## src/tspp_pkg.sv

```systemverilog
// types and constants of the transport stream packet parser
// no dependencies; imported by every module of the block
`timescale 1ns / 1ps

package tspp_pkg;

  localparam int unsigned PACKET_BYTES = 188;
  localparam int unsigned PID_COUNT    = 8192;
  localparam int unsigned PID_W        = $clog2(PID_COUNT);
  localparam int unsigned FIFO_DEPTH   = 8;
  localparam int unsigned TDATA_W      = 144;

  localparam logic [7:0] SYNC_BYTE     = 8'h47;
  localparam logic [7:0] ADAPT_MAX     = 8'd183;
  localparam logic [7:0] PCR_MIN_ALEN  = 8'd7;
  localparam logic [7:0] PCR_RSVD_MASK = 8'h7E;
  localparam logic [8:0] PCR_EXT_MAX   = 9'd299;
  localparam logic [8:0] PCR_MULT      = 9'd300;

  typedef enum logic [1:0] {
    KIND_PAYLOAD = 2'd0,
    KIND_SUMMARY = 2'd1,
    KIND_ERROR   = 2'd2
  } kind_e;

  typedef enum logic [3:0] {
    ERR_TRANSPORT     = 4'd0,
    ERR_SCRAMBLED     = 4'd1,
    ERR_RESERVED_AFC  = 4'd2,
    ERR_ADAPT_LONG    = 4'd3,
    ERR_ADAPT_ONLY    = 4'd4,
    ERR_PAYLOAD_EMPTY = 4'd5,
    ERR_PCR_TRUNC     = 4'd6,
    ERR_PCR_RSVD      = 4'd7,
    ERR_PCR_EXT       = 4'd8,
    ERR_CONTINUITY    = 4'd9
  } err_e;

  typedef struct packed {
    kind_e        kind;
    logic [7:0]   data_byte;
    logic [63:0]  packet_offset;
    logic [12:0]  pid;
    logic         unit_start;
    logic [3:0]   cont_count;
    logic         discontinuity;
    logic         pcr_present;
    logic [41:0]  pcr_value;
    logic [3:0]   error_code;
  } result_t;

  // one continuity table entry
  typedef struct packed {
    logic       valid;
    logic [3:0] cc;
  } ct_entry_t;

  // parser to continuity table requests
  typedef struct packed {
    logic             rd_en;
    logic [PID_W-1:0] rd_pid;
    logic             wr_en;
    logic [PID_W-1:0] wr_pid;
    ct_entry_t        wr_data;
  } ct_req_t;

endpackage

```

## src/tspp_out_fifo.sv

```systemverilog
// result queue: takes up to two results a cycle, hands out one
// depends on tspp_pkg
`timescale 1ns / 1ps

module tspp_out_fifo (
  input  logic              clk_i,
  input  logic              rst_ni,
  input  logic              push0_i,
  input  logic              push1_i,
  input  tspp_pkg::result_t res0_i,
  input  tspp_pkg::result_t res1_i,
  input  logic              pop_i,
  output logic              valid_o,
  output tspp_pkg::result_t head_o,
  output logic              room_o
);
  import tspp_pkg::*;

  localparam int unsigned PTR_W = $clog2(FIFO_DEPTH);
  localparam int unsigned CNT_W = $clog2(FIFO_DEPTH + 1);

  result_t          mem_q [FIFO_DEPTH];
  logic [PTR_W-1:0] wr_ptr_q, wr_ptr_d, rd_ptr_q, rd_ptr_d, wr_ptr_nxt;
  logic [CNT_W-1:0] count_q, count_d;

  always_comb begin
    wr_ptr_nxt = wr_ptr_q + 1'b1;
    wr_ptr_d   = wr_ptr_q + PTR_W'(push0_i) + PTR_W'(push1_i);
    rd_ptr_d   = rd_ptr_q + PTR_W'(pop_i);
    count_d    = count_q + CNT_W'(push0_i) + CNT_W'(push1_i) - CNT_W'(pop_i);
  end

  always_ff @(posedge clk_i or negedge rst_ni) begin
    if (!rst_ni) begin
      wr_ptr_q <= '0;
      rd_ptr_q <= '0;
      count_q  <= '0;
    end else begin
      wr_ptr_q <= wr_ptr_d;
      rd_ptr_q <= rd_ptr_d;
      count_q  <= count_d;
    end
  end

  always_ff @(posedge clk_i) begin
    if (push0_i) begin
      mem_q[wr_ptr_q] <= res0_i;
    end
    if (push1_i) begin
      mem_q[wr_ptr_nxt] <= res1_i;
    end
  end

  assign valid_o = (count_q != '0);
  assign head_o  = mem_q[rd_ptr_q];
  // room for the byte in flight plus a new one, each giving up to two results
  assign room_o  = (count_q <= CNT_W'(FIFO_DEPTH - 4));

endmodule

```

## config.mk

```make
export PLATFORM = sky130hd
export DESIGN_NAME = tspp_out_fifo
export DESIGN_NICKNAME = d
export VERILOG_FILES = /design/src/tspp_pkg.sv /design/src/tspp_out_fifo.sv
export SDC_FILE = /design/constraint.sdc
export NUM_CORES = 1
export LEC_CHECK = 0
export ABC_CLOCK_PERIOD_IN_PS = 12000
export BUFFER_PORTS_ARGS = -buffer_cell sky130_fd_sc_hd__buf_4
export CORE_MARGIN = 2
export CORE_UTILIZATION = 27
export CTS_CLUSTER_SIZE = 24
export DETAILED_ROUTE_END_ITERATION = 8
export GPL_ROUTABILITY_DRIVEN = 0
export SYNTH_ARGS = -nofsm -noshare
export SYNTH_HDL_FRONTEND = slang
export SYNTH_SLANG_ARGS = --single-unit
```

## constraint.sdc

```tcl
create_clock -name clk_i -period 12 [get_ports clk_i]
set_input_delay 2.4 -clock clk_i [delete_from_list [all_inputs] [get_ports clk_i]]
set_output_delay 2.4 -clock clk_i [all_outputs]
set_load 0.05 [all_outputs]
```

-- Word-level counts from Yosys, hierarchy flattened
Memories as Yosys holds them, arrays and structs flattened.
Index checks and enable logic that the tools add are counted.
- flip-flop bits (word level): 10
- RAM bits: 1120
- input port bits: 285
- output and inout bits: 142
- logic and storage cells: 17
- memories: 1
- $add $sub $neg: 7
- magnitude comparators: 1
- muxes and demuxes: 4
- reductions and logical operators: 1
- memories (name ; depth ; bits a word ; rd ports ; clocked after memory_dff ; write ports ; line ; source):
    mem_q ; 8 ; 140 ; 1 ; 0 ; 2 ; tspp_out_fifo.sv:22 ; result_t mem_q [FIFO_DEPTH];
- operators by type and width (cell ; count):
    $add A3 B1 Y3 ; 3
    $add A4 B1 Y4 ; 2
    $le A4 B3 Y1 const B ; 1
    $mux W1 ; 4
    $reduce_bool A4 Y1 ; 1
    $sub A4 B1 Y4 ; 1
    $add A3 B1 Y3 const B ; 1

-- Logic depth before layout (Yosys ltp)
- depth in word-level cells: 3
- mapped depth: 7
- depth with buffers taken out: 7

-- Worst setup path after synthesis
No wires, ideal clock.
- path type: input -> register
- from: input push0_i
- to: memory mem_q[0][0] in the netlist's numbering (enable)
- library setup time: 0.851 ns
- data arrival time: 12.879 ns
- required time: 11.149 ns
- path slack: -1.730 ns
- stages: 2
- path buffers: 0
- path through: nand2b_1 -> o32ai_1
- RTL lines (what ; line ; source):
    from (decl) ; tspp_out_fifo.sv:8 ; input logic push0_i,
    to (decl) ; tspp_out_fifo.sv:22 ;

==> out/results.ini <==
[final_layout]
multi_input_area_sq_um = 21100
area_delta_synth_final_pct = 18.9
final_area_sq_um = 66600
final-instance-count-excl-fill = 6179
seqCellArea_sq_um = 33900
nFillCells = 19900
fin_nets = 3654
layout-drive-gt1-share_pct = 63.9

[power]
internal_power_mw = 11.9
p_clk_share_pct = 21.0
p_leak_nw = 21.8
pwr-share-seq_pct = 33.2
vdd_drop_max_mv = 0.443
combPwrFrac_pct = 45.8
netSwitchingPower_mw = 7.66
p_total_mw = 19.5
cellPowerDensity_nw_per_um2 = 294
p_sw_share_pct = 39.2

[min_path]
hold_path.class = flip-flop to flip-flop
holdPathStages = 1

[yosys]
seq_area_frac_synth_pct = 60.5
syn_nets = 3229
ys.warnings.count = 0
ys_seq_elements = 1130
synth_cell_types = 35
syn_avg_cell_area_sq_um = 19.1
netlist_area_sq_um = 56000
syn_inst = 2932

[route]
drc = 0
viasPerCell = 4.87
wire_per_inst_microns = 25.7
ant_nets = 0
routed_wl_mm = 159
dr.pass1.iters = 5
vias = 30100
drtIter0Drc = 2385

[setup_path]
ff2ff_path_depth = 6
slowest_stage = dfrtp_4
rr_endpoint = mem_q[2][125]$_DFFE_PP_
crit_path_end_kind = primary output
r2r_setup_slack_ns = 7.57
crit_arrival_ns = 4.49
slowest_delay_ns = 0.99
cp_max_fo = 83
crit_top_cell = buf_4
critical_path_required_ns = 9.60
crit_chain = buf_4 -> buf_12 -> mux4_2 -> mux2_2 -> buf_4
critPathLaunchType = flip-flop
crit_path_end = head_o[108]
path_class = flip-flop to primary output
reg2reg_from = wr_ptr_q[0]$_DFF_PN0_
worstSetupStartpoint = rd_ptr_q[0]$_DFF_PN0_

[global_route]
busiest_layer = met2
grt_pass1_wl_mm = 230
grt_max_degree = 113
grt_remaining_overflow = 0
gr-usage-met1_pct = 20.1
gr-usage-met2_pct = 23.9
grt.total_usage_pct = 14.9
antenna_found_initial = 24
grtUsageMet3_pct = 3.67
grt_pass1_vias = 32000

[die]
initial_utilization_pct = 27.1
die_x_microns = 459
core_sq_um = 207000
dieHeight_microns = 459
rows = 167
io-pin-count = 427
dieArea_sq_um = 211000

[sta]
period_minus_slack_ns = 6.89
finalSetupTns_ns = 0
worstMarginPinSlew_ns = 1.03
hold_violations = 0
setup_violations = 0
fin_ws_ns = 5.11
max_slew_margin_pct = 31.4
worst_clock_skew_ns = 0.0533
drv_slew = 0
rsz0062_at_grt = false
max_freq_ghz = 0.145
finalCritPeriodShare_pct = 57.4

[placed_design]
place_inst = 5923
io_buffer_count = 426
place_area_sq_um = 62200
pre_cts_ws_ns = 5.82
post-dp-hpwl_mm = 88.6

[flow_run]
cap_violations = 0

[clock_tree]
cts_sinks = 1130
clk_path_buf_depth = 3
post_cts_buffers = 0
holdBufCountCts = 0
clkTransAtPathRegs_ns = 0.06
clockRootBuffer = clkbuf_16
cts_tree = yes
clkLatencyLatePin_ns = 0.79
post_cts_resized = 0
htreeDepth = 4
numCtsBuffers = 136

[status]
outcome = complete, no violations

[placed cells by master, fill, tap and decap left out, types with 7 or more instances in the layout]
cell / instances
diode_2: 8
inv_1: 12
mux2_1: 24
clkbuf_16: 136
mux2_2: 1236
buf_12: 9
clkinv_2: 15
edfxtp_1: 1120
buf_4: 479
clkinvlp_4: 7
ha_1: 9
clkbuf_1: 23
mux4_2: 280
clkinv_1: 34
bufinv_16: 9
dfrtp_1: 7
[worst max-delay path, delay by kind of cell (launching register included)]
kind	cells	cell delay [ns]
buffers and inverters	3	1.37
flip-flops	1	0.99
multiplexers	2	0.91
[cell families (layout without fill, tap and decap cells)]
kind of cell               count (synthesis)  after routing  share of synthesized area [%]
muxes                                   1540           1540                           36.6
DFF                                     1130           1130                           60.5
buffers and inverters                    213            748                           2.14
and+or+nand+nor                           20             20                          0.210
adders and majority gates                 12             12                          0.308
AOI/OAI and AO/OA                         11             11                          0.127
xor gates and xnor gates                   6              6                          0.121
other                                      0              8                              0
[per-layer routing]
metal | vias to the layer above | share of wire (%) | routed length (microns)
met4 | 38 | 1.7 | 2770
met5 | - | 0.15 | 240
met2 | 803 | 47 | 75300
met1 | 16000 | 44 | 70600
met3 | 215 | 6.3 | 9950
li1 | 13000 | - | -
[layout make-up]
type | count | share of cell area, %
antenna | 8 | 0.0301
tap | 2704 | 5.08
multi-input combinational | 1589 | 31.6
timing repair buffer | 488 | 5.67
clock buffer | 162 | 5.30
inverter | 12 | 0.0676
sequential | 1130 | 50.9
clock inverter | 86 | 1.31
[cells in the mapped netlist]
master    number  area (sq um)
a21o_1         1          7.51
a21oi_1        1          5.00
buf_1          1          3.75
buf_2         86           430
buf_4         58           435
buf_6         10           113
clkbuf_1      46           173
dfrtp_1       10           250
edfxtp_1    1120         33600
fa_1           3          60.1
ha_1           9           113
inv_1         12          45.0
mux2_1        24           270
mux2_2      1236         13900
mux4_2       280          6310
nand2_1        7          26.3
nand2_2        1          6.26
nand2b_1       2          12.5
nand3_1        1          5.00
nand3b_1       1          7.51
nor2_1         2          7.51
nor2_2         2          12.5
nor3_2         1          10.0
nor3_4         1          16.3
nor3b_1        1          7.51
o21ai_0        3          15.0
o21bai_1       2          15.0
o22ai_1        2          12.5
o31ai_1        1          7.51
o32ai_1        1          8.76
or2_1          1          6.26
xnor2_1        1          8.76
xnor2_2        1          16.3
xor2_1         3          26.3
xor2_2         1          16.3
[power groups by stage]
stage                     clock network, mW  logic (mW)  registers, mW
after floorplan                           0        6.27           6.80
after global placement                    0        9.03           6.57
after detailed placement                  0        9.08           6.59
after CTS                              4.22        9.11           6.52
after global routing                   4.36        9.43           6.61
final                                  4.11        8.95           6.49
[worst min path at each step]
stage | start | to | slack (ns)
after floorplan | rd_ptr_q[0]$_DFF_PN0_ | rd_ptr_q[0]$_DFF_PN0_ | 0.46
after global placement | wr_ptr_q[1]$_DFF_PN0_ | wr_ptr_q[1]$_DFF_PN0_ | 0.54
after detailed placement | wr_ptr_q[1]$_DFF_PN0_ | wr_ptr_q[1]$_DFF_PN0_ | 0.55
after CTS | wr_ptr_q[1]$_DFF_PN0_ | wr_ptr_q[1]$_DFF_PN0_ | 0.56
after global routing | wr_ptr_q[1]$_DFF_PN0_ | wr_ptr_q[1]$_DFF_PN0_ | 0.58
final | wr_ptr_q[1]$_DFF_PN0_ | wr_ptr_q[1]$_DFF_PN0_ | 0.56
[flip-flops by register name (all words and copies together) (netlist names)]
register,flops
count_q,4
mem_q,1120
rd_ptr_q,3
wr_ptr_q,3
[through the flow]
stage	util, %	hold slack [ns]
4_1_cts	32.2	0.561
2_1_floorplan	-	0.461
6_report	32.2	0.559
3_5_place_dp	30.1	0.549
3_3_place_gp	30.1	0.543
5_1_grt	32.2	0.582
No activity file was read; power rests on OpenSTA's default activity.
